**src/sv/assert_macros.svh**
```systemverilog
// assertion macros shared by the escape-time block
`ifndef ASSERT_MACROS_SVH
`define ASSERT_MACROS_SVH

// expression holds at every clock edge outside reset
`define ASSERT_ALWAYS(label, clk, rst, expr) \
   label: assert property (@(posedge clk) disable iff (rst) (expr)) \
      else $error("assertion failed");

// consequent holds in the same cycle as the antecedent
`define ASSERT_IMPLIES(label, clk, rst, ante, cons) \
   label: assert property (@(posedge clk) disable iff (rst) (ante) |-> (cons)) \
      else $error("assertion failed");

// consequent holds in the cycle after the antecedent
`define ASSERT_NEXT(label, clk, rst, ante, cons) \
   label: assert property (@(posedge clk) disable iff (rst) (ante) |=> (cons)) \
      else $error("assertion failed");

`endif

```
**src/sv/mjet_pkg.sv**
```systemverilog
// shared types and constants of the escape-time fractal block
package mjet_pkg;

   localparam int unsigned FRAC_BITS = 28;
   localparam int unsigned ITER_W    = 8;

   localparam logic [1:0] KIND_NONE   = 2'd0;
   localparam logic [1:0] KIND_MANDEL = 2'd1;
   localparam logic [1:0] KIND_JULIA  = 2'd2;

   localparam logic [2:0] REG_KIND     = 3'd0;
   localparam logic [2:0] REG_GAIN     = 3'd1;
   localparam logic [2:0] REG_JULIA_RE = 3'd2;
   localparam logic [2:0] REG_JULIA_IM = 3'd3;
   localparam logic [2:0] REG_OFFSET_X = 3'd4;
   localparam logic [2:0] REG_OFFSET_Y = 3'd5;
   localparam logic [2:0] REG_STEP_X   = 3'd6;
   localparam logic [2:0] REG_STEP_Y   = 3'd7;

   // |z|^2 limit of 4 in Q8.56
   localparam logic [63:0] ESCAPE_Q56 = 64'h0400_0000_0000_0000;

   typedef struct packed {
      logic [1:0]  kind;
      logic [23:0] gain;
      logic [31:0] julia_re;
      logic [31:0] julia_im;
      logic [31:0] offset_x;
      logic [31:0] offset_y;
      logic [30:0] step_x;
      logic [30:0] step_y;
   } cfg_type;

   typedef struct packed {
      logic capture;
      logic map_mul;
      logic map_add;
      logic square;
      logic step;
      logic first;
      logic color;
      logic out_load;
   } cmd_type;

   typedef struct packed {
      logic mode_ok;
      logic escaped;
      logic at_limit;
   } status_type;

endpackage

```
**src/sv/mjet_ctrl.sv**
```systemverilog
// controller state machine sequencing mapping, iteration and output
`include "assert_macros.svh"
module mjet_ctrl
   import mjet_pkg::*;
(
   input  logic       clock,
   input  logic       reset,
   input  logic       req_valid,
   output logic       req_ready,
   output logic       rsp_valid,
   input  logic       rsp_ready,
   input  status_type status,
   output cmd_type    cmd
);

   typedef enum logic [2:0] {
      ST_IDLE,
      ST_MAP_MUL,
      ST_MAP_ADD,
      ST_SQUARE,
      ST_STEP,
      ST_COLOR,
      ST_OUT
   } state_type;

   state_type state_ff, state_in;
   logic      first_ff, first_in;
   logic      rsp_valid_ff, rsp_valid_in;

   always_comb begin
      state_in     = state_ff;
      first_in     = first_ff;
      rsp_valid_in = rsp_valid_ff && !rsp_ready;
      cmd          = '0;
      cmd.first    = first_ff;
      unique case (state_ff)
         ST_IDLE: begin
            if (req_valid) begin
               cmd.capture = 1'b1;
               state_in    = ST_MAP_MUL;
            end
         end
         ST_MAP_MUL: begin
            cmd.map_mul = 1'b1;
            first_in    = status.mode_ok;
            state_in    = status.mode_ok ? ST_MAP_ADD : ST_COLOR;
         end
         ST_MAP_ADD: begin
            cmd.map_add = 1'b1;
            state_in    = ST_SQUARE;
         end
         ST_SQUARE: begin
            cmd.square = 1'b1;
            state_in   = ST_STEP;
         end
         ST_STEP: begin
            cmd.step = 1'b1;
            first_in = 1'b0;
            priority if (first_ff) begin
               state_in = ST_SQUARE;
            end else if (status.escaped || status.at_limit) begin
               state_in = ST_COLOR;
            end else begin
               state_in = ST_SQUARE;
            end
         end
         ST_COLOR: begin
            cmd.color = 1'b1;
            state_in  = ST_OUT;
         end
         ST_OUT: begin
            if (!rsp_valid_ff || rsp_ready) begin
               cmd.out_load = 1'b1;
               rsp_valid_in = 1'b1;
               state_in     = ST_IDLE;
            end
         end
         default: state_in = ST_IDLE;
      endcase
   end

   always_ff @(posedge clock) begin
      if (reset) begin
         state_ff     <= ST_IDLE;
         first_ff     <= 1'b0;
         rsp_valid_ff <= 1'b0;
      end else begin
         state_ff     <= state_in;
         first_ff     <= first_in;
         rsp_valid_ff <= rsp_valid_in;
      end
   end

   assign req_ready = (state_ff == ST_IDLE);
   assign rsp_valid = rsp_valid_ff;

   // a waiting word is never overwritten
   `ASSERT_IMPLIES(a_no_overwrite, clock, reset, cmd.out_load && rsp_valid_ff, rsp_ready)
   // busy right after taking a pixel
   `ASSERT_NEXT(a_busy_after_accept, clock, reset, req_valid && req_ready, !req_ready)
   // the seed pass happens only after mapping
   `ASSERT_IMPLIES(a_first_in_loop, clock, reset, first_ff,
                   state_ff == ST_MAP_ADD || state_ff == ST_SQUARE || state_ff == ST_STEP)

endmodule

```
**config.mk**
```make
export PLATFORM = sky130hd
export DESIGN_NAME = mjet_ctrl
export DESIGN_NICKNAME = d
export VERILOG_FILES = /design/src/sv/mjet_pkg.sv /design/src/sv/mjet_ctrl.sv
export VERILOG_INCLUDE_DIRS = /design/src /design/src/sv
export SDC_FILE = /design/constraint.sdc
export NUM_CORES = 1
export LEC_CHECK = 0
export BUFFER_PORTS_ARGS = -buffer_cell sky130_fd_sc_hd__buf_2
export CAP_MARGIN = 20
export CORE_AREA = 2 2 39 41
export CTS_CLUSTER_SIZE = 24
export DETAILED_ROUTE_END_ITERATION = 8
export DIE_AREA = 0 0 41 43
export PLACE_DENSITY = 0.48
export SLEW_MARGIN = 10
export SYNTH_ARGS = -nofsm -noshare
export SYNTH_HDL_FRONTEND = slang
export SYNTH_SLANG_ARGS = --single-unit
```
**constraint.sdc**
```tcl
create_clock -name clock -period 1.55 [get_ports clock]
set_input_delay 0.0775 -clock clock [delete_from_list [all_inputs] [get_ports clock]]
set_output_delay 0.0775 -clock clock [all_outputs]
set_load 0.05 [all_outputs]
```
---- After elaboration in Yosys (flattened, before gate mapping) ----
Cells that the tools add are included.
cells by class
  equality and inequality tests ........... 8
  muxes and demuxes ....................... 18
  reductions and logical operators ........ 8
operator list
  operator                                                                count
  3-bit one-hot mux with 7 select lines                                   1
  3-bit 2-to-1 mux                                                        5
  1-bit 2-to-1 mux                                                        11
  3-bit equality test (second input constant)                             3
  3-bit by 2-bit equality test with 1-bit output (second input constant)  2
  2-bit != test (second input constant)                                   2
  3-bit by 1-bit equality test with 1-bit output (second input constant)  1
  3-bit zero test                                                         1
  1-bit zero test                                                         2
  1-bit logical OR                                                        2
  1-bit one-hot mux with 2 select lines                                   1
  2-bit AND reduction                                                     1
  2-bit nonzero test                                                      1
  1-bit logical AND                                                       1
word-level totals
  bits in registers ....................... 5
  output and inout bits ................... 10
  word-level logic and storage cells ...... 37

---- Logic depth before layout (Yosys ltp) ----
Gate-level depths: netlist (run 1).
  word-level depth ........................ 4
  mapped depth ............................ 5

---- Worst setup path before layout (run 1) ----
OpenSTA, ideal clock, no wires.
  kind .................................... register to output
  start point ............................. register state_ff[1]
  end point ............................... output port cmd[7] in the netlist's numbering
  arrival time ............................ 2134 ps
  setup slack ............................. -661 ps
  stages on the path, launching flop included .. 4
  buffers on the path ..................... 1
  path through ............................ dfxtp_1 buf_2 nor3_1 and2_1
RTL lines
  item                      RTL line         text
  start: declaration        mjet_ctrl.sv:26  state_type state_ff, state_in;
  start signal: assignment  mjet_ctrl.sv:88  state_ff <= state_in;
  end: declaration          mjet_ctrl.sv:13  output cmd_type cmd

==> impl_metrics.tcl, run 1 <==
set metrics [dict create \
    drt_iter0_markers 3 \
    area_delta_synth_final_pct 34.21 \
    ys_top_cells_by_area "dfxtp_1, a21oi_1, buf_4" \
    nets 67 \
    regToRegSetupSlack_ps 270 \
    tightest_slew_ps 303.3 \
    fin_skew_ps 2.898 \
    setup_violations 0 \
    ant_nets 0 \
    path_clk_slew_ps 40 \
    grt_max_degree 13 \
    hold_viol_final 0 \
    status "finished, final reports clean" \
    peakVddDrop_mv 0.2761 \
    sw_frac_of_total_pct 38.17 \
    yosys.area.top_type "dfxtp_1" \
    dieWidth_um 41 \
    die_height_um 43 \
    cts_buffers 3 \
    hold_buffers 0 \
    cts_setup_buffers 0 \
    worstPathMaxFanout 12 \
    design_area_um2 446.7 \
    die-area_um2 1763 \
    cp_data_required_time_ps 1470 \
    io_buffer_count 16 \
    drv_cap 0 \
    wire_per_inst_um 9.400 \
    powerDensity_nw_per_um2 1062 \
    fill_cells 172 \
    synth-edff-count 0 \
    postSynthAreaPerCell_um2 7.924 \
    final_max_slew_viol_count 0 \
    overflow 0 \
    diodes 0 \
    drc 0 \
    htreeDepth 1 \
    cp.arrival_ps 1390 \
    p_sw_mw 0.1810 \
    root_buffer "clkbuf_4" \
    ys_seq_area_share_pct 30.08 \
    internal-power_mw 0.2933 \
    antenna_found_initial 0 \
    synth_async_sr_flop_share_pct 0 \
    fmax_mhz 682.3 \
    grt_use_total_pct 9.548 \
    clock_latency_ps 240 \
    criticalPathCategory "reg2out" \
    min_path_type "in2reg" \
    start_util_pct 24.05 \
    p_leak_nw 0.2156 \
    cp-end-kind "output pin" \
    rsz0062_at_grt "false" \
    cts_buffer_depth 2 \
    dr.pass1.iters 4 \
    yosys_most_used_dff "dfxtp_1" \
    drive_above_1_share_pct 45.76 \
    netlist_area_um2 332.8 \
    p_seq_share_pct 33.6 \
    relSlewSlack_pct 79.75 \
    synth_cell_types 28 \
    synth_cells 42 \
    syn_nets 49 \
    startpoint_type "flop" \
    final_common_cell "buf_2" \
    grt_pass1_wl_um 1117 \
    placed_cell_area_um2 419.2 \
    yosys_warnings 0 \
    cts_tree "built" \
    io_pins 17 \
    gp_congestion 0.6644 \
    grt_pass1_vias 310 \
    synth_top_area_share_pct 30.08 \
    clock_sinks 5 \
    vias_per_cell 4.467 \
    coreArea_um2 1384 \
    combPwrFrac_pct 35.3 \
    dpl.hpwl_um 554.1 \
    layout_common_cells "buf_2, dfxtp_1, nand2_1, a21oi_1, clkbuf_4" \
    placementRows 14 \
    p_clk_share_pct 31.1 \
    routed_wl_um 705 \
    finalCriticalPeriod_ps 1466 \
    num_vias 335 \
    instances_no_fill 75 \
    post-route-period-util_pct 94.56 \
    dp.cells 71 \
    synth_seq_cells 5 \
]
power by group through the flow:
stage                     Clock, mW  Sequential, mW  Combinational [mW]
after floorplan                   0           0.147               0.157
after global routing          0.168           0.163               0.178
after global placement            0           0.161               0.170
after CTS                     0.154           0.160               0.169
after detailed placement          0           0.161               0.169
final                         0.147           0.160               0.167
cell type report:
| cell class | count | area [µm²] | share of cell area, % |
|---|---|---|---|
| timing repair buffer | 17 | 87.58 | 19.61 |
| multi-input combinational | 30 | 200.2 | 44.82 |
| sequential | 5 | 101.3 | 22.69 |
| clock buffer | 4 | 26.28 | 5.882 |
| inverter | 3 | 11.26 | 2.521 |
| tap | 16 | 20.02 | 4.482 |
path summary, 6_finish.rpt:
check | depth (start not counted) | startpoint | endpoint
min reg2reg | 2 | first_ff$_SDFFE_PP0P_ | first_ff$_SDFFE_PP0P_
max reg2reg | 3 | state_ff[1]$_SDFFE_PP0P_ | state_ff[2]$_SDFFE_PP0P_
min | 2 | reset | rsp_valid$_SDFF_PP0_
max | 3 | state_ff[0]$_SDFFE_PP0P_ | cmd[6]
routing by layer:
metal	track usage, %	vias up	share of wire [%]	wire [µm]
li1	-	178	-	-
met1	11.94	150	48	335
met2	12.50	7	48	336
met3	3.141	0	4.5	32
met4	8.000	0	0	0
met5	0	-	0	0
cell families (layout without fill, tap and decap cells):
logic type | count (synthesis) | after routing | synth area share, %
AOI/OAI and AO/OA | 10 | 10 | 19.93
buffers and inverters | 7 | 24 | 12.78
DFF | 5 | 5 | 30.08
and+or+nand+nor | 20 | 20 | 37.22
critical path, stage by stage (launching register included):
cell      delay (ps)
dfxtp_2          420
or3b_4           420
clkinv_1          60
buf_2            250
flip-flops by register name, indices dropped and copies added (netlist names):
signal and count:
first_ff 1, rsp_valid 1, state_ff 3
through the flow:
stage | hold WS (ps) | power [mW] | utilization [%] | setup WS, ps | setup TNS (ps)
final | 46.87 | 0.4744 | 32.28 | 84.39 | 0
after global routing | 36.62 | 0.5094 | 32.28 | 7.031 | 0
after CTS | 43.67 | 0.4823 | 32.28 | 67.77 | 0
after detailed placement | 292.4 | 0.3298 | 30.29 | 203.8 | 0
after global placement | 308.4 | 0.3309 | 30.29 | 231.1 | 0
after floorplan | 146.6 | 0.3032 | - | -197.3 | -197.3
timing repair:
item / in CTS / in global routing
hold endpoints to repair: 0 / 0
endpoints found under the setup margin: 1 / 0
resized for setup: 1 / 0
cells in the mapped netlist, drive strengths merged, types with 2 or more instances:
| cell type | number |
|---|---|
| or3b | 2 |
| nand2 | 3 |
| nor2 | 3 |
| nand2b | 2 |
| o21ai | 2 |
| nand3 | 2 |
| a21oi | 3 |
| dfxtp | 5 |
| inv | 2 |
| buf | 4 |
(Power assumes the default switching activity.)
==> run 2, diff against run 1 <==
Settings changed: CTS_BUF_LIST set to sky130_fd_sc_hd__clkbuf_16.
==> run 2 against run 1 <==
  * Cell count did not move
  * Power up 57%
  * Non-clock buffer count is the same
  * Sequential cell count is the same
  * Critical path depth is the same
  * Register-to-register slack is essentially flat
  * Die area unchanged
  * Largest power group is now clock
  * Highest routed layer is now met4
  * Cell area up 12%
  * Utilization up 3.8 points
  * Clock power grew to 2.8 times the previous value
  * Clock skew decreased by 1.0 ps
==> impl_metrics.tcl, run 2 (synthesis results as in run 1) <==
set metrics [dict create \
    ant_nets 0 \
    power_mw 0.7442 \
    area_delta_synth_final_pct 50.00 \
    rsz0062_at_grt "false" \
    coreArea_um2 1384 \
    min_from "reset" \
    pre_cts_ws_ps 203.8 \
    root_buffer "clkbuf_16" \
    grt_use_total_pct 10.74 \
    ff2ff_path_depth 3 \
    cp_data_required_time_ps 1470 \
    path_clk_slew_ps 30 \
    setup_violations 0 \
    worstHoldEndpoint "rsp_valid$_SDFF_PP0_" \
    cts_setup_buffers 0 \
    hold_viol_final 0 \
    grt_pass1_wl_um 1221 \
    r2r-end "state_ff[2]$_SDFFE_PP0P_" \
    dieWidth_um 41 \
    fin_skew_ps 1.861 \
    holdWs_ps 59.21 \
    regToRegSetupSlack_ps 270 \
    grt_pass1_vias 313 \
    num_vias 337 \
    worstPathMaxFanout 11 \
    drv_cap 0 \
    cts_buffers 3 \
    start_util_pct 24.05 \
    placed_cell_area_um2 419.2 \
    die-area_um2 1763 \
    instances_no_fill 75 \
    cts_tree "built" \
    drive_above_1_share_pct 45.76 \
    dr.pass1.iters 4 \
    status "finished, final reports clean" \
    wire_per_inst_um 10.11 \
    min_path_type "in2reg" \
    setup_tns_ps 0 \
    worst_slack_ps 72.60 \
    relSlewSlack_pct 79.79 \
    final_common_cell "buf_2" \
    startpoint_type "flop" \
    reg2reg_from "state_ff[1]$_SDFFE_PP0P_" \
    final_core_util_pct 36.08 \
    final_max_slew_viol_count 0 \
    cp.arrival_ps 1400 \
    layout_common_cells "buf_2, dfxtp_1" \
    fmax_mhz 676.9 \
    regMostFlops "state_ff" \
    p_leak_nw 0.2429 \
    gp_congestion 0.6644 \
    io_buffer_count 16 \
    routed_wl_um 758 \
    placementRows 14 \
    finalCriticalPeriod_ps 1477 \
    clock_sinks 5 \
    peakVddDrop_mv 0.5068 \
    drt_iter0_markers 5 \
    powerDensity_nw_per_um2 1491 \
    nets 67 \
    io_pins 17 \
    post-route-period-util_pct 95.32 \
    htreeDepth 1 \
    vias_per_cell 4.493 \
    clock_latency_ps 230 \
    hold_path_depth 2 \
    die_height_um 43 \
    dp.cells 71 \
    cp-end-kind "output pin" \
    antenna_found_initial 0 \
    design_area_um2 499.2 \
    overflow 0 \
    criticalPathCategory "reg2out" \
    dpl.hpwl_um 554.1 \
    drc 0 \
    cts-resized-gates 1 \
    cts_buffer_depth 2 \
    largest_reg_flops 3 \
    hold_buffers 0 \
    tightest_slew_ps 302.7 \
    grt_max_degree 13 \
    diodes 0 \
]
run 2: final cells by class:
| cell class | count | area, µm² |
|---|---|---|
| clock inverters | 1 | 3.754 |
| multi-input cells | 30 | 200.2 |
| repair buffers | 17 | 87.58 |
| clock buffers | 3 | 75.07 |
| fillers | 162 | 884.6 |
| inverters | 3 | 11.26 |
| flip-flops and latches | 5 | 101.3 |
| well taps | 16 | 20.02 |
run 2: report_power, final:
group / internal [mW] / switching [mW] / total [mW]
clock network: 0.334 / 0.0829 / 0.417
registers: 0.141 / 0.0190 / 0.160
logic: 0.0560 / 0.112 / 0.168
run 2: worst max-delay path by stage:
stage | from | to | slack [ps] | cells past startpoint
after floorplan | state_ff[1]$_SDFFE_PP0P_ | cmd[7] | -200 | 3
after detailed placement | state_ff[0]$_SDFFE_PP0P_ | cmd[6] | 200 | 3
after CTS | state_ff[1]$_SDFFE_PP0P_ | cmd[3] | 60 | 3
after global placement | state_ff[0]$_SDFFE_PP0P_ | cmd[6] | 230 | 3
after global routing | state_ff[1]$_SDFFE_PP0P_ | cmd[3] | 20 | 3
final | state_ff[1]$_SDFFE_PP0P_ | cmd[3] | 70 | 3
run 2: layer usage:
metal	share of wire [%]	vias to the layer above	global-route usage, %
li1	-	179	-
met1	43	147	11.90
met2	49	9	15.31
met3	5.4	2	4.712
met4	1.8	0	8.000
met5	0	-	0
run 2: critical path: stages, from the launching register on:
cell	delay, ps
dfxtp_1	380
or3b_1	450
inv_1	80
buf_2	260
==> run 3, diff against run 2 <==
Settings changed: REMOVE_ABC_BUFFERS set to 1.
==> run 3 against run 2 <==
  * Register-to-register slack barely moved
  * Cell count stayed put
  * Maximum frequency increased by 2.1%
  * Worst setup slack better by 31 ps
  * Sequential share of layout area grew 0.42 points
  * Sequential cell count stayed put
  * Critical path type unchanged
  * Largest power group unchanged
==> impl_metrics.tcl, run 3 (synthesis results as in run 1) <==
set metrics [dict create \
    status "finished, final reports clean" \
    design_area_um2 489.2 \
    grt_pass1_wl_um 1062 \
    setup_violations 0 \
    drive_above_1_share_pct 42.37 \
    power_mw 0.7380 \
    io_buffer_count 16 \
    crit_slowest_cell "or3b_1" \
    instances_no_fill 75 \
    cp_data_required_time_ps 1470 \
    min_path_type "in2reg" \
    rsz0062_at_grt "false" \
    start_util_pct 24.05 \
    peakVddDrop_mv 0.7254 \
    htreeDepth 1 \
    placed_cell_area_um2 409.1 \
    post-route-period-util_pct 93.34 \
    dp.cells 71 \
    cts_buffer_depth 2 \
    dpl.hpwl_um 556.6 \
    ant_nets 0 \
    path_clk_slew_ps 30 \
    final_core_util_pct 35.35 \
    cp-end-kind "output pin" \
    coreArea_um2 1384 \
    crit_start "state_ff[1]$_SDFFE_PP0P_" \
    dieWidth_um 41 \
    num_vias 330 \
    cts_setup_buffers 0 \
    final_max_slew_viol_count 0 \
    ff2ff_path_depth 3 \
    finalCriticalPeriod_ps 1447 \
    drv_cap 0 \
    nets 67 \
    regMostFlops "state_ff" \
    grt_max_degree 13 \
    overflow 0 \
    vias_per_cell 4.400 \
    cp_top_family "simple AND/OR/NAND/NOR gates" \
    final_common_cell "buf_2" \
    startpoint_type "flop" \
    wire_per_inst_um 9.493 \
    largest_reg_flops 3 \
    powerDensity_nw_per_um2 1508 \
    die_height_um 43 \
    setup.worst_path.end "cmd[3]" \
    io_pins 17 \
    cts_buffers 3 \
    cpPeakStageDelay_ps 440 \
    clock_latency_ps 230 \
    gp_congestion 0.7077 \
    layout_common_cells "buf_2, dfxtp_1" \
    regToRegSetupSlack_ps 280 \
    drt_iter0_markers 7 \
    cts_tree "built" \
    fmax_mhz 691.2 \
    routed_wl_um 712 \
    diodes 0 \
    drc 0 \
    r2r-end "state_ff[2]$_SDFFE_PP0P_" \
    tightest_slew_ps 288.3 \
    grt_pass1_vias 280 \
    antenna_found_initial 0 \
    relSlewSlack_pct 80.75 \
    die-area_um2 1763 \
    area_delta_synth_final_pct 46.99 \
    p_leak_nw 0.2385 \
    crit_chain "or3b_1, inv_1, buf_2" \
    worstPathMaxFanout 11 \
    grt_use_total_pct 8.835 \
    cp.arrival_ps 1370 \
    criticalPathCategory "reg2out" \
    cp.buffers_inverters 2 \
    reg2reg_from "state_ff[1]$_SDFFE_PP0P_" \
    cp.depth 3 \
    fin_skew_ps 3.893 \
    hold_viol_final 0 \
    root_buffer "clkbuf_16" \
    clock_sinks 5 \
    placementRows 14 \
    dr.pass1.iters 4 \
]
[run 3: cell counts in the layout (fill, tap and decap cells not counted)]
Identical to the previous run, type by type.
[run 3: worst min path at each step]
stage | start | endpoint | cells after the start
after global routing | reset | first_ff$_SDFFE_PP0P_ | 2
final | reset | first_ff$_SDFFE_PP0P_ | 2
after detailed placement | reset | first_ff$_SDFFE_PP0P_ | 2
after global placement | reset | first_ff$_SDFFE_PP0P_ | 2
after floorplan | reset | first_ff$_SDFFE_PP0P_ | 1
after CTS | reset | first_ff$_SDFFE_PP0P_ | 2
[run 3: cell type report]
class,instances,area [µm²]
fill,144,894.6
clock inverter,1,3.754
inverter,3,11.26
tap,16,20.02
multi-input combinational,30,190.2
timing repair buffer,17,87.58
clock buffer,3,75.07
sequential,5,101.3
[run 3: what timing repair did]
| item | 4_1_cts | 5_1_grt |
|---|---|---|
| endpoints found under the setup margin | 0 | 1 |
| gates resized for setup | 0 | 1 |
| hold buffers | 0 | 0 |
[run 3: worst register-to-register path: stages, from the launching register on]
cell and delay (ps):
dfxtp_1 380, or4_1 540, nand3_1 130, o32ai_1 100
[run 3: through the flow]
stage          hold slack [ps]  worst slack [ps]  setup TNS (ps)
5_1_grt                  72.92             25.02               0
3_5_place_dp             296.4             257.7               0
4_1_cts                  61.42             8.580               0
6_report                 62.98             103.3               0
3_3_place_gp             297.3             262.0               0
2_1_floorplan            146.6            -597.8           -1256
[run 3: metal layers]
layer	up-vias	track usage [%]	wire (µm)
met1	147	11.58	319
li1	180	-	-
met4	0	4.000	0
met2	3	12.50	366
met5	-	0	0
met3	0	3.141	26
[run 3: report_power, final]
| part | total, mW | internal [mW] | switching [mW] |
|---|---|---|---|
| registers | 0.158 | 0.141 | 0.0175 |
| logic | 0.165 | 0.0538 | 0.111 |
| clock network | 0.415 | 0.334 | 0.0809 |
