## config.mk

```make
export PLATFORM = sky130hd
export DESIGN_NAME = mjet_csr
export DESIGN_NICKNAME = d
export VERILOG_FILES = /design/src/sv/assert_macros.svh /design/src/sv/mjet_pkg.sv /design/src/sv/mjet_csr.sv
export SDC_FILE = /design/constraint.sdc
export NUM_CORES = 1
export LEC_CHECK = 0
export BUFFER_PORTS_ARGS = -buffer_cell sky130_fd_sc_hd__buf_2
export CORE_UTILIZATION = 51
export DETAILED_ROUTE_END_ITERATION = 16
export PLACE_DENSITY = 0.8
export SYNTH_ARGS = -nofsm -noshare
export SYNTH_HDL_FRONTEND = slang
export SYNTH_SLANG_ARGS = --single-unit
export TNS_END_PERCENT = 100
```

## constraint.sdc

```tcl
create_clock -name clock -period 1.4 [get_ports clock]
set_input_delay 0.21 -clock clock [delete_from_list [all_inputs] [get_ports clock]]
set_output_delay 0.21 -clock clock [all_outputs]
set_load 0.05 [all_outputs]
```

## src/sv/assert_macros.svh

```systemverilog
// assertion macros shared by the escape-time block
`ifndef ASSERT_MACROS_SVH
`define ASSERT_MACROS_SVH

// expression holds at every clock edge outside reset
`define ASSERT_ALWAYS(label, clk, rst, expr) \
   label: assert property (@(posedge clk) disable iff (rst) (expr)) \
      else $error("assertion failed");

// consequent holds in the same cycle as the antecedent
`define ASSERT_IMPLIES(label, clk, rst, ante, cons) \
   label: assert property (@(posedge clk) disable iff (rst) (ante) |-> (cons)) \
      else $error("assertion failed");

// consequent holds in the cycle after the antecedent
`define ASSERT_NEXT(label, clk, rst, ante, cons) \
   label: assert property (@(posedge clk) disable iff (rst) (ante) |=> (cons)) \
      else $error("assertion failed");

`endif

```

## src/sv/mjet_pkg.sv

```systemverilog
// shared types and constants of the escape-time fractal block
package mjet_pkg;

   localparam int unsigned FRAC_BITS = 28;
   localparam int unsigned ITER_W    = 8;

   localparam logic [1:0] KIND_NONE   = 2'd0;
   localparam logic [1:0] KIND_MANDEL = 2'd1;
   localparam logic [1:0] KIND_JULIA  = 2'd2;

   localparam logic [2:0] REG_KIND     = 3'd0;
   localparam logic [2:0] REG_GAIN     = 3'd1;
   localparam logic [2:0] REG_JULIA_RE = 3'd2;
   localparam logic [2:0] REG_JULIA_IM = 3'd3;
   localparam logic [2:0] REG_OFFSET_X = 3'd4;
   localparam logic [2:0] REG_OFFSET_Y = 3'd5;
   localparam logic [2:0] REG_STEP_X   = 3'd6;
   localparam logic [2:0] REG_STEP_Y   = 3'd7;

   // |z|^2 limit of 4 in Q8.56
   localparam logic [63:0] ESCAPE_Q56 = 64'h0400_0000_0000_0000;

   typedef struct packed {
      logic [1:0]  kind;
      logic [23:0] gain;
      logic [31:0] julia_re;
      logic [31:0] julia_im;
      logic [31:0] offset_x;
      logic [31:0] offset_y;
      logic [30:0] step_x;
      logic [30:0] step_y;
   } cfg_type;

   typedef struct packed {
      logic capture;
      logic map_mul;
      logic map_add;
      logic square;
      logic step;
      logic first;
      logic color;
      logic out_load;
   } cmd_type;

   typedef struct packed {
      logic mode_ok;
      logic escaped;
      logic at_limit;
   } status_type;

endpackage

```

## src/sv/mjet_csr.sv

```systemverilog
// configuration register file
module mjet_csr
   import mjet_pkg::*;
(
   input  logic        clock,
   input  logic        reset,
   input  logic        csr_write_en,
   input  logic [2:0]  csr_index,
   input  logic [31:0] csr_wdata,
   output cfg_type     cfg
);

   cfg_type cfg_ff, cfg_in;

   always_comb begin
      cfg_in = cfg_ff;
      if (csr_write_en) begin
         unique case (csr_index)
            REG_KIND:     cfg_in.kind     = csr_wdata[1:0];
            REG_GAIN:     cfg_in.gain     = csr_wdata[23:0];
            REG_JULIA_RE: cfg_in.julia_re = csr_wdata;
            REG_JULIA_IM: cfg_in.julia_im = csr_wdata;
            REG_OFFSET_X: cfg_in.offset_x = csr_wdata;
            REG_OFFSET_Y: cfg_in.offset_y = csr_wdata;
            REG_STEP_X:   cfg_in.step_x   = csr_wdata[30:0];
            REG_STEP_Y:   cfg_in.step_y   = csr_wdata[30:0];
         endcase
      end
   end

   always_ff @(posedge clock) begin
      if (reset) begin
         cfg_ff.kind     <= KIND_MANDEL;
         cfg_ff.gain     <= 24'd1;
         cfg_ff.julia_re <= '0;
         cfg_ff.julia_im <= '0;
         cfg_ff.offset_x <= '0;
         cfg_ff.offset_y <= '0;
         cfg_ff.step_x   <= 31'd1048576;
         cfg_ff.step_y   <= 31'd1048576;
      end else begin
         cfg_ff <= cfg_in;
      end
   end

   assign cfg = cfg_ff;

endmodule

```

---- Word-level counts from Yosys, hierarchy flattened ----
Cells that the tools add are included.
word-level totals
  bits in registers ....................... 216
  bits in latches ......................... 0
  memory bits (writable) .................. 0
  bits in read-only memories .............. 0
  input bits .............................. 38
  output and inout bits ................... 216
  logic and storage cells ................. 24
  memories ................................ 0
cells by class
  $add $sub $neg .......................... 0
  multipliers ............................. 0
  divide/modulo/power cells ............... 0
  order comparisons ....................... 0
  equal/unequal tests ..................... 7
  shifts and indexed selects .............. 0
  multiplexer cells ....................... 0
  bitwise logic cells ..................... 0
  reductions and logical operators ........ 9
operators by type and width
  operator              count
  $reduce_and A2 Y1     8
  $eq A3 B3 Y1 const B  4
  $eq A3 B2 Y1 const B  2
  $eq A3 B1 Y1 const B  1
  $logic_not A3 Y1      1

---- Depth between registers and ports, before layout ----
Gate-level depths: netlist (run 1).
  word-level depth ........................ 2
  depth in mapped cells ................... 5
  mapped depth without buffers ............ 2

---- Worst setup path after synthesis (run 1) ----
No wires, ideal clock.
  kind .................................... in2reg
  from .................................... input csr_index[2]
  to ...................................... register cfg_ff, in the netlist cfg[169]
  setup time .............................. 72 ps
  arrival time ............................ 1084 ps
  data required time ...................... 1328 ps
  setup slack ............................. 244 ps
  stages .................................. 5
  buffers on the path ..................... 3
  cell sequence ........................... buf_4 > and4bb_1 > buf_6 > buf_6 > mux2i_1
on the way
  word-level cells in the longest chain between the ends .. 2
ends and longest elaborated chain
  item                                line            RTL
  start, declared                     mjet_csr.sv:8   input logic [2:0] csr_index,
  $eq A3 B2 Y1                        mjet_csr.sv:18  unique case (csr_index)
  $reduce_and A2 Y1 (no source line)  n/a
  end signal, assigned                mjet_csr.sv:42  cfg_ff <= cfg_in;
  end, declared                       mjet_csr.sv:13  cfg_type cfg_ff, cfg_in;
Every way passes these cells.
A chain may end at the register's enable or synchronous reset.

---- Worst setup path after layout (run 1) ----
  from .................................... register cfg_ff, in the netlist cfg[30]
  to ...................................... output cfg[30] (netlist name)
RTL lines
  item           line            RTL
  end, declared  mjet_csr.sv:10  output cfg_type cfg
No word-level cell between the ends.

==> results.sh, run 1 <==
export IMPL_status="finished clean"
export IMPL_cpPeakStageDelay_ns=0.35
export IMPL_hp_class="in2reg"
export IMPL_cts_max_path_buffers=3
export IMPL_p_leak_nw=5.85
export IMPL_final_cell_mix="buf_2 (252), nand2b_1 (244), mux2i_1 (216), dfxtp_1 (216), clkbuf_16 (23)"
export IMPL_drtPass1Iterations=4
export IMPL_largest_register_ff_count=216
export IMPL_grt_pass1_wl_mm=31.2
export IMPL_switching_share=0.246
export IMPL_p_switching_w=0.00330
export IMPL_grt_pass1_vias=5820
export IMPL_grt_max_degree=39
export IMPL_cts_hold_buf=0
export IMPL_syn_avg_cell_area_sq_um=11.4
export IMPL_die_w_microns=131
export IMPL_globalplace_congestion=0.739
export IMPL_nFillCells=1238
export IMPL_cp_start_kind="flop"
export IMPL_crit_fanout=2
export IMPL_final_core_util=0.674
export IMPL_grt_remaining_overflow=0
export IMPL_avgRoutedWirePerCell_microns=16.7
export IMPL_r2r_start="cfg[20]$_SDFFE_PP1P_"
export IMPL_clkPwrFrac=0.424
export IMPL_whs_ns=0.0195
export IMPL_postCtsSetupBuffers=0
export IMPL_clock_sinks=216
export IMPL_holdPathStages=3
export IMPL_slew_viol_final=0
export IMPL_antenna_found_initial=0
export IMPL_ant_nets=0
export IMPL_syn_nets=785
export IMPL_final_setup_tns_ns=0
export IMPL_multiInputGateArea_sq_mm=0.00386
export IMPL_viasPerCell=4.97
export IMPL_synth_area_sq_mm=0.00848
export IMPL_sequentialPowerShare=0.474
export IMPL_pin_count=254
export IMPL_power_density_mw_per_mm2=1240
export IMPL_cp_cell_sequence="buf_2"
export IMPL_finalSetupViolCount=0
export IMPL_via_count=6108
export IMPL_synth_seq_area_share=0.510
export IMPL_crit_buf_inv=1
export IMPL_p_int_w=0.0101
export IMPL_diodes=0
export IMPL_syn_instance_count=747
export IMPL_cts_tree="done"
export IMPL_rows=46
export IMPL_track_usage=0.233
export IMPL_crit_path_end_kind="output pin"
export IMPL_fin_nets=1038
export IMPL_drt_iter0_drc=235
export IMPL_max_freq_mhz=744
export IMPL_port_buffers=253
export IMPL_seq_area_sq_mm=0.00432
export IMPL_cts_root_buf="clkbuf_16"
export IMPL_critPathSlowestCell="dfxtp_1"
export IMPL_worst_pin_slew_ns=0.379
export IMPL_core_area_sq_mm=0.0161
export IMPL_fin_area_sq_mm=0.0108
export IMPL_die_h_microns=131
export IMPL_clk_pin_slew_worst_paths_ns=0.06
export IMPL_clk_latency_ns=0.49
export IMPL_cp_required_ns=1.19
export IMPL_route_detailed_drc=0
export IMPL_hpwl_mm=14.3
export IMPL_min_period_over_period=0.960
export IMPL_die_area_sq_mm=0.0171
export IMPL_layout_drive_gt1_share=0.319
export IMPL_hold_viol=0
export IMPL_routed_wl_mm=20.6
export IMPL_min_period_ns=1.34
export IMPL_placed_cell_area_sq_mm=0.0101
export IMPL_cts_buffers=22
export IMPL_area_growth_pct=27.6
export IMPL_max_cap_viol_count=0
export IMPL_path_delay_family="flip-flops"
export IMPL_path_class="reg2out"
export IMPL_cp_data_arrival_time_ns=1.13
export IMPL_reg2reg_depth=2
export IMPL_grt_setup_unrepaired="false"
export IMPL_cts_resized=0
export IMPL_cp_depth=1
export IMPL_initial_utilization=0.528
export IMPL_peakVddDrop_uv=807
export IMPL_ys_warn_count=0
export IMPL_max_slew_margin_rel=0.747
export IMPL_final_common_cell="buf_2"
export IMPL_fin_skew_ns=0
export IMPL_synthDistinctLibCells=16
export IMPL_synth_ff_latch_count=216
export IMPL_pwr_share_comb=0.102
export IMPL_startpoint="cfg[30]$_SDFFE_PP0P_"
export IMPL_htreeDepth=1
export IMPL_hp_start="csr_wdata[0]"
## worst min-delay path: stages
cell and delay [ns]:
buf_2 0.09, nor2_1 0.05, mux2i_1 0.11
## final cells by class
type | instances | share of cell area
Clock buffer | 35 | 0.0639
Clock inverter | 3 | 0.00162
Timing Repair Buffer | 284 | 0.153
Sequential cell | 216 | 0.400
Tap cell | 216 | 0.0250
Multi-Input combinational cell | 476 | 0.357
## per-stage QoR
step	worst slack (ns)	std cells	total power [W]
finish	0.0563	1230	0.0134
global route	0.00891	1230	0.0139
CTS	0.0391	1230	0.0135
detailed placement	0.0927	1192	0.00786
global placement	0.171	1192	0.00784
floorplan	0.244	747	0.00747
## Yosys cell counts
cell type	number	area, sq um
or4b_4	1	13.8
and4bb_2	1	12.5
nand4bb_1	3	33.8
nor2_1	6	22.5
nand4b_4	2	47.6
dfxtp_1	216	4320
buf_1	1	3.75
nand4_1	1	6.26
nand4b_1	1	8.76
mux2i_1	216	2160
and4bb_1	1	12.5
clkbuf_1	24	90.1
nand2b_1	244	1530
buf_2	16	80.1
buf_6	8	90.1
buf_4	6	45.0
## per-layer routing
layer	vias up	routed length, microns	track usage
met2	178	9700	0.393
met4	0	422	0.0629
met1	2924	8980	0.291
met3	31	1440	0.0639
met5	-	0	0
li1	2975	-	-
## kinds of logic (layout without fill, tap and decap cells)
family / Yosys count / count (layout) / share of synthesized area
muxes: 216 / 216 / 0.255
buffers and inverters: 55 / 322 / 0.0364
DFF: 216 / 216 / 0.510
and+or+nand+nor: 260 / 260 / 0.199
## power by group through the flow
stage / logic [W] / clock network, W / registers (W)
after floorplan: 0.000509 / 0 / 0.00696
after global placement: 0.00136 / 0 / 0.00648
after detailed placement: 0.00137 / 0 / 0.00649
after CTS: 0.00138 / 0.00580 / 0.00635
after global routing: 0.00144 / 0.00605 / 0.00636
final: 0.00137 / 0.00568 / 0.00635
## final timing paths
kind	end	slack, ns
min reg2reg	cfg[213]$_SDFFE_PP0P_	0.47
min	cfg[214]$_SDFFE_PP1P_	0.02
max reg2reg	cfg[20]$_SDFFE_PP1P_	0.75
max	cfg[30]	0.06
Note: power is estimated with default switching activity, not from simulation.
==> run 2: changes to the inputs <==
--- a/config.mk
+++ b/config.mk
@@ -9,6 +9,7 @@
 export CORE_UTILIZATION = 51
 export DETAILED_ROUTE_END_ITERATION = 16
 export PLACE_DENSITY = 0.8
+export SETUP_SLACK_MARGIN = 0.05
 export SYNTH_ARGS = -nofsm -noshare
 export SYNTH_HDL_FRONTEND = slang
 export SYNTH_SLANG_ARGS = --single-unit
==> constraint.sdc (replaced) <==
create_clock -name clock -period 1.4 [get_ports clock]
set_input_delay 0.14 -clock clock [delete_from_list [all_inputs] [get_ports clock]]
set_output_delay 0.14 -clock clock [all_outputs]
set_load 0.05 [all_outputs]
==> run 2 against run 1 <==
Die area is the same. Final cell count shrank 0.16%. Sequential cell count is the same. Critical endpoint is now cfg[214]. Largest power group unchanged. Highest routed layer unchanged.
==> results.sh, run 2 (synthesized netlist as in run 1, its figures left out) <==
export IMPL_die_area_sq_mm=0.0171
export IMPL_status="finished clean"
export IMPL_initial_utilization=0.528
export IMPL_grt_max_degree=46
export IMPL_hpwl_mm=14.2
export IMPL_min_period_ns=1.27
export IMPL_path_class="reg2out"
export IMPL_drt_iter0_drc=237
export IMPL_avgRoutedWirePerCell_microns=16.7
export IMPL_cp_data_arrival_time_ns=1.13
export IMPL_fin_nets=1037
export IMPL_cts_buffers=23
export IMPL_multiInputGateArea_sq_mm=0.00386
export IMPL_final_setup_tns_ns=0
export IMPL_pin_count=254
export IMPL_power_density_mw_per_mm2=1250
export IMPL_routed_wl_mm=20.5
export IMPL_track_usage=0.233
export IMPL_rows=46
export IMPL_min_period_over_period=0.910
export IMPL_die_h_microns=131
export IMPL_final_common_cell="buf_2"
export IMPL_seq_area_sq_mm=0.00432
export IMPL_layout_drive_gt1_share=0.315
export IMPL_drt_met1_wl_mm=8.83
export IMPL_cp_start_kind="flop"
export IMPL_max_cap_viol_count=0
export IMPL_wl_met3_mm=1.51
export IMPL_final_core_util=0.676
export IMPL_area_growth_pct=28.0
export IMPL_r2r_start="cfg[68]$_SDFFE_PP0P_"
export IMPL_globalplace_congestion=0.793
export IMPL_crit_end="cfg[214]"
export IMPL_cts_root_buf="clkbuf_16"
export IMPL_diodes=0
export IMPL_cp_depth=1
export IMPL_crit_path_end_kind="output pin"
export IMPL_grt_setup_unrepaired="false"
export IMPL_postCtsSetupBuffers=0
export IMPL_critPathSlowestCell="dfxtp_1"
export IMPL_port_buffers=253
export IMPL_regToRegSetupSlack_ns=0.76
export IMPL_clk_latency_ns=0.48
export IMPL_hp_class="in2reg"
export IMPL_hold_viol=0
export IMPL_grt_pass1_wl_mm=31.4
export IMPL_slew_viol_final=0
export IMPL_max_freq_mhz=785
export IMPL_cts_tree="done"
export IMPL_max_slew_margin_rel=0.679
export IMPL_cpPeakStageDelay_ns=0.35
export IMPL_holdPathStages=3
export IMPL_grt_remaining_overflow=0
export IMPL_route_detailed_drc=0
export IMPL_path_delay_family="flip-flops"
export IMPL_viasPerCell=4.97
export IMPL_fin_skew_ns=0
export IMPL_largest_register_ff_count=216
export IMPL_top_layer_used="met4"
export IMPL_finalSetupViolCount=0
export IMPL_grt_pass1_vias=5945
export IMPL_crit_fanout=2
export IMPL_p_leak_nw=5.87
export IMPL_drtPass1Iterations=4
export IMPL_cp_cell_sequence="buf_2"
export IMPL_antenna_found_initial=0
export IMPL_regToRegEndpoint="cfg[68]$_SDFFE_PP0P_"
export IMPL_core_area_sq_mm=0.0161
export IMPL_hp_start="csr_wdata[28]"
export IMPL_power_w=0.0136
export IMPL_die_w_microns=131
export IMPL_clock_sinks=216
export IMPL_worst_pin_slew_ns=0.482
export IMPL_cts_resized=0
export IMPL_fin_area_sq_mm=0.0109
export IMPL_cp_required_ns=1.26
export IMPL_htreeDepth=1
export IMPL_nFillCells=1231
export IMPL_via_count=6099
export IMPL_reg2reg_depth=2
export IMPL_final_cell_mix="buf_2 (252), nand2b_1 (244), mux2i_1 (216), dfxtp_1 (216), clkbuf_16 (23)"
export IMPL_cts_max_path_buffers=3
export IMPL_startpoint="cfg[214]$_SDFFE_PP1P_"
export IMPL_peakVddDrop_uv=1120
export IMPL_whs_ns=0.0648
export IMPL_wl_met2_mm=9.80
export IMPL_ant_nets=0
export IMPL_placed_cell_area_sq_mm=0.0101
export IMPL_clk_pin_slew_worst_paths_ns=0.06
export IMPL_crit_buf_inv=1
## run 2: per-stage QoR
| step | worst slack, ns | std cells |
|---|---|---|
| after floorplan | 0.314 | 747 |
| after global placement | 0.228 | 1187 |
| after detailed placement | 0.170 | 1187 |
| after CTS | 0.100 | 1228 |
| after global routing | 0.0801 | 1228 |
| final | 0.126 | 1228 |
## run 2: area by class of cell
type / count / share of cell area
clock inverters: 6 / 0.00738
clock buffers: 32 / 0.0608
multi-input cells: 476 / 0.356
flip-flops and latches: 216 / 0.398
repair buffers: 282 / 0.153
well taps: 216 / 0.0249
## run 2: how the worst min path moves through the flow
stage                                  endpoint  slack (ns)
final                     cfg[154]$_SDFFE_PP0P_        0.06
after CTS                 cfg[154]$_SDFFE_PP0P_        0.04
after global routing       cfg[90]$_SDFFE_PP0P_        0.08
after global placement    cfg[214]$_SDFFE_PP1P_        0.42
after floorplan            cfg[51]$_SDFFE_PP1P_        0.31
after detailed placement  cfg[214]$_SDFFE_PP1P_        0.44
## run 2: where the power goes
group	switching (W)	total [W]	internal, W
logic	0.000914	0.00137	0.000453
clock network	0.00227	0.00590	0.00362
registers	0.0000679	0.00635	0.00628
## run 2: what timing repair did
action,CTS,global route
endpoints found under the setup margin,0,0
hold buffers,3,0
endpoints found under the hold margin,6,0
## run 2: layer usage
| metal | global-route usage | vias up |
|---|---|---|
| li1 | - | 2971 |
| met1 | 0.290 | 2928 |
| met2 | 0.399 | 175 |
| met3 | 0.0643 | 25 |
| met4 | 0.0575 | 0 |
| met5 | 0 | - |
==> run 3: changes to the inputs <==
--- a/config.mk
+++ b/config.mk
@@ -5,10 +5,10 @@
 export SDC_FILE = /design/constraint.sdc
 export NUM_CORES = 1
 export LEC_CHECK = 0
-export BUFFER_PORTS_ARGS = -buffer_cell sky130_fd_sc_hd__buf_2
-export CORE_UTILIZATION = 51
+export CORE_UTILIZATION = 55
 export DETAILED_ROUTE_END_ITERATION = 16
-export PLACE_DENSITY = 0.8
+export DONT_BUFFER_PORTS = 1
+export PLACE_DENSITY = 0.71
 export SETUP_SLACK_MARGIN = 0.05
 export SYNTH_ARGS = -nofsm -noshare
 export SYNTH_HDL_FRONTEND = slang
==> run 3 against run 2 <==
The run now ends with hold timing left. Wire length is 20% higher. Combinational power increased by 4%. Utilization rose by 14 points. Sequential cell count unchanged. Total power grew 3.1%. First-iteration DRC count rose by 13%. Global-route usage is 7.6 points higher. Die area decreased by 7.2%. Critical path type is now reg2reg. Largest power group unchanged.
==> results.sh, run 3 (synthesized netlist as in run 1, its figures left out) <==
export IMPL_track_usage=0.310
export IMPL_port_buffers=0
export IMPL_htreeDepth=1
export IMPL_grt_max_degree=156
export IMPL_avgRoutedWirePerCell_microns=19.3
export IMPL_globalplace_congestion=0.819
export IMPL_r2r_start="cfg[45]$_SDFFE_PP0P_"
export IMPL_power_w=0.0140
export IMPL_cp_required_ns=1.82
export IMPL_viasPerCell=5.26
export IMPL_via_count=6686
export IMPL_min_period_over_period=0.947
export IMPL_hold_viol=21
export IMPL_worst_pin_slew_ns=0.616
export IMPL_crit_path_end_kind="flop"
export IMPL_finalSetupViolCount=0
export IMPL_crit_fanout=2
export IMPL_final_setup_tns_ns=0
export IMPL_clk_latency_ns=0.50
export IMPL_drt_iter0_drc=267
export IMPL_placed_cell_area_sq_mm=0.0101
export IMPL_cp_data_arrival_time_ns=1.75
export IMPL_pin_count=254
export IMPL_rows=45
export IMPL_drtPass1Iterations=4
export IMPL_initial_utilization=0.560
export IMPL_hp_class="in2reg"
export IMPL_fin_nets=1105
export IMPL_preCtsSetupSlack_ns=0.315
export IMPL_min_period_ns=1.33
export IMPL_violations="hold timing"
export IMPL_max_cap_viol_count=0
export IMPL_path_class="reg2reg"
export IMPL_cts_max_path_buffers=3
export IMPL_fin_area_sq_mm=0.0124
export IMPL_largest_register_ff_count=216
export IMPL_clock_sinks=216
export IMPL_max_freq_mhz=754
export IMPL_postCtsSetupBuffers=0
export IMPL_final_common_cell="nand2b_1"
export IMPL_nFillCells=828
export IMPL_peakVddDrop_uv=975
export IMPL_diodes=0
export IMPL_max_slew_margin_rel=0.589
export IMPL_final_cell_mix="nand2b_1 (244), mux2i_1 (216), dfxtp_1 (196)"
export IMPL_slew_viol_final=0
export IMPL_die_h_microns=126
export IMPL_antenna_found_initial=0
export IMPL_grt_remaining_overflow=0
export IMPL_hpwl_mm=13.8
export IMPL_area_growth_pct=46.6
export IMPL_cp_start_kind="flop"
export IMPL_cts_root_buf="clkbuf_16"
export IMPL_grt_setup_unrepaired="false"
export IMPL_routed_wl_mm=24.6
export IMPL_status="finished with violations"
export IMPL_grt_pass1_vias=7312
export IMPL_die_w_microns=126
export IMPL_cts_tree="done"
export IMPL_cts_hold_buf=144
export IMPL_power_density_mw_per_mm2=1130
export IMPL_p_leak_nw=5.92
export IMPL_clk_pin_slew_worst_paths_ns=0.06
export IMPL_cts_buffers=23
export IMPL_fin_skew_ns=0
export IMPL_grt_pass1_wl_mm=39.0
export IMPL_die_area_sq_mm=0.0159
export IMPL_core_area_sq_mm=0.0151
export IMPL_startpoint="cfg[45]$_SDFFE_PP0P_"
export IMPL_fin_ws_ns=0.0742
export IMPL_route_detailed_drc=0
export IMPL_layout_drive_gt1_share=0.271
export IMPL_hp_start="reset"
export IMPL_ant_nets=0
export IMPL_whs_ns=-0.167
run 3: cell types whose count changed in the layout (fill, tap and decap cells not counted), sizes merged:
cell and change:
clkinv +2, dlygate4sd3 +118, clkbuf +1, buf -50
run 3: layout make-up:
type / count / area (sq um) / share of cell area
clock buffers: 33 / 693 / 0.0558
repair buffers: 350 / 3200 / 0.257
flip-flops and latches: 216 / 4350 / 0.350
well taps: 188 / 235 / 0.0189
clock inverters: 8 / 90.1 / 0.00725
multi-input cells: 476 / 3860 / 0.311
run 3: where the power goes:
part	total (W)	internal, W	leakage (nW)	switching [W]
Sequential	0.00636	0.00628	1.76	0.0000751
Clock	0.00626	0.00380	0.395	0.00246
Combinational	0.00142	0.000548	3.77	0.000872
Total	0.0140	0.0106	5.92	0.00341
run 3: final timing paths:
kind | to | slack [ns] | depth (start not counted)
max | cfg[45]$_SDFFE_PP0P_ | 0.07 | 4
min reg2reg | cfg[181]$_SDFFE_PP0P_ | 0.48 | 2
max reg2reg | cfg[45]$_SDFFE_PP0P_ | 0.07 | 4
min | cfg[133]$_SDFFE_PP0P_ | -0.17 | 2
run 3: routing by layer:
layer / vias up / track usage / part of all wire
li1: 3121 / - / -
met1: 3296 / 0.361 / 0.41
met2: 226 / 0.559 / 0.50
met3: 43 / 0.0718 / 0.063
met4: 0 / 0.0999 / 0.025
met5: - / 0 / 0
run 3: metrics by stage:
step / hold WS, ns / util / instances
2_1_floorplan: 0.311 / - / 747
5_1_grt: -0.130 / 0.821 / 1271
3_5_place_dp: 0.327 / 0.670 / 1108
6_report: -0.167 / 0.821 / 1271
4_1_cts: 0.00102 / 0.818 / 1293
3_3_place_gp: 0.316 / 0.670 / 1108
run 3: what timing repair did:
action	CTS	global route
resized for setup	0	83
hold endpoints to repair	216	21
endpoints found under the setup margin	0	46
run 3: worst max-delay path, cell delays in order (launching register included):
cell           delay (ns)
dfxtp_1              0.34
buf_6                0.17
nand2b_1             0.07
dlygate4sd3_1        0.55
mux2i_1              0.13
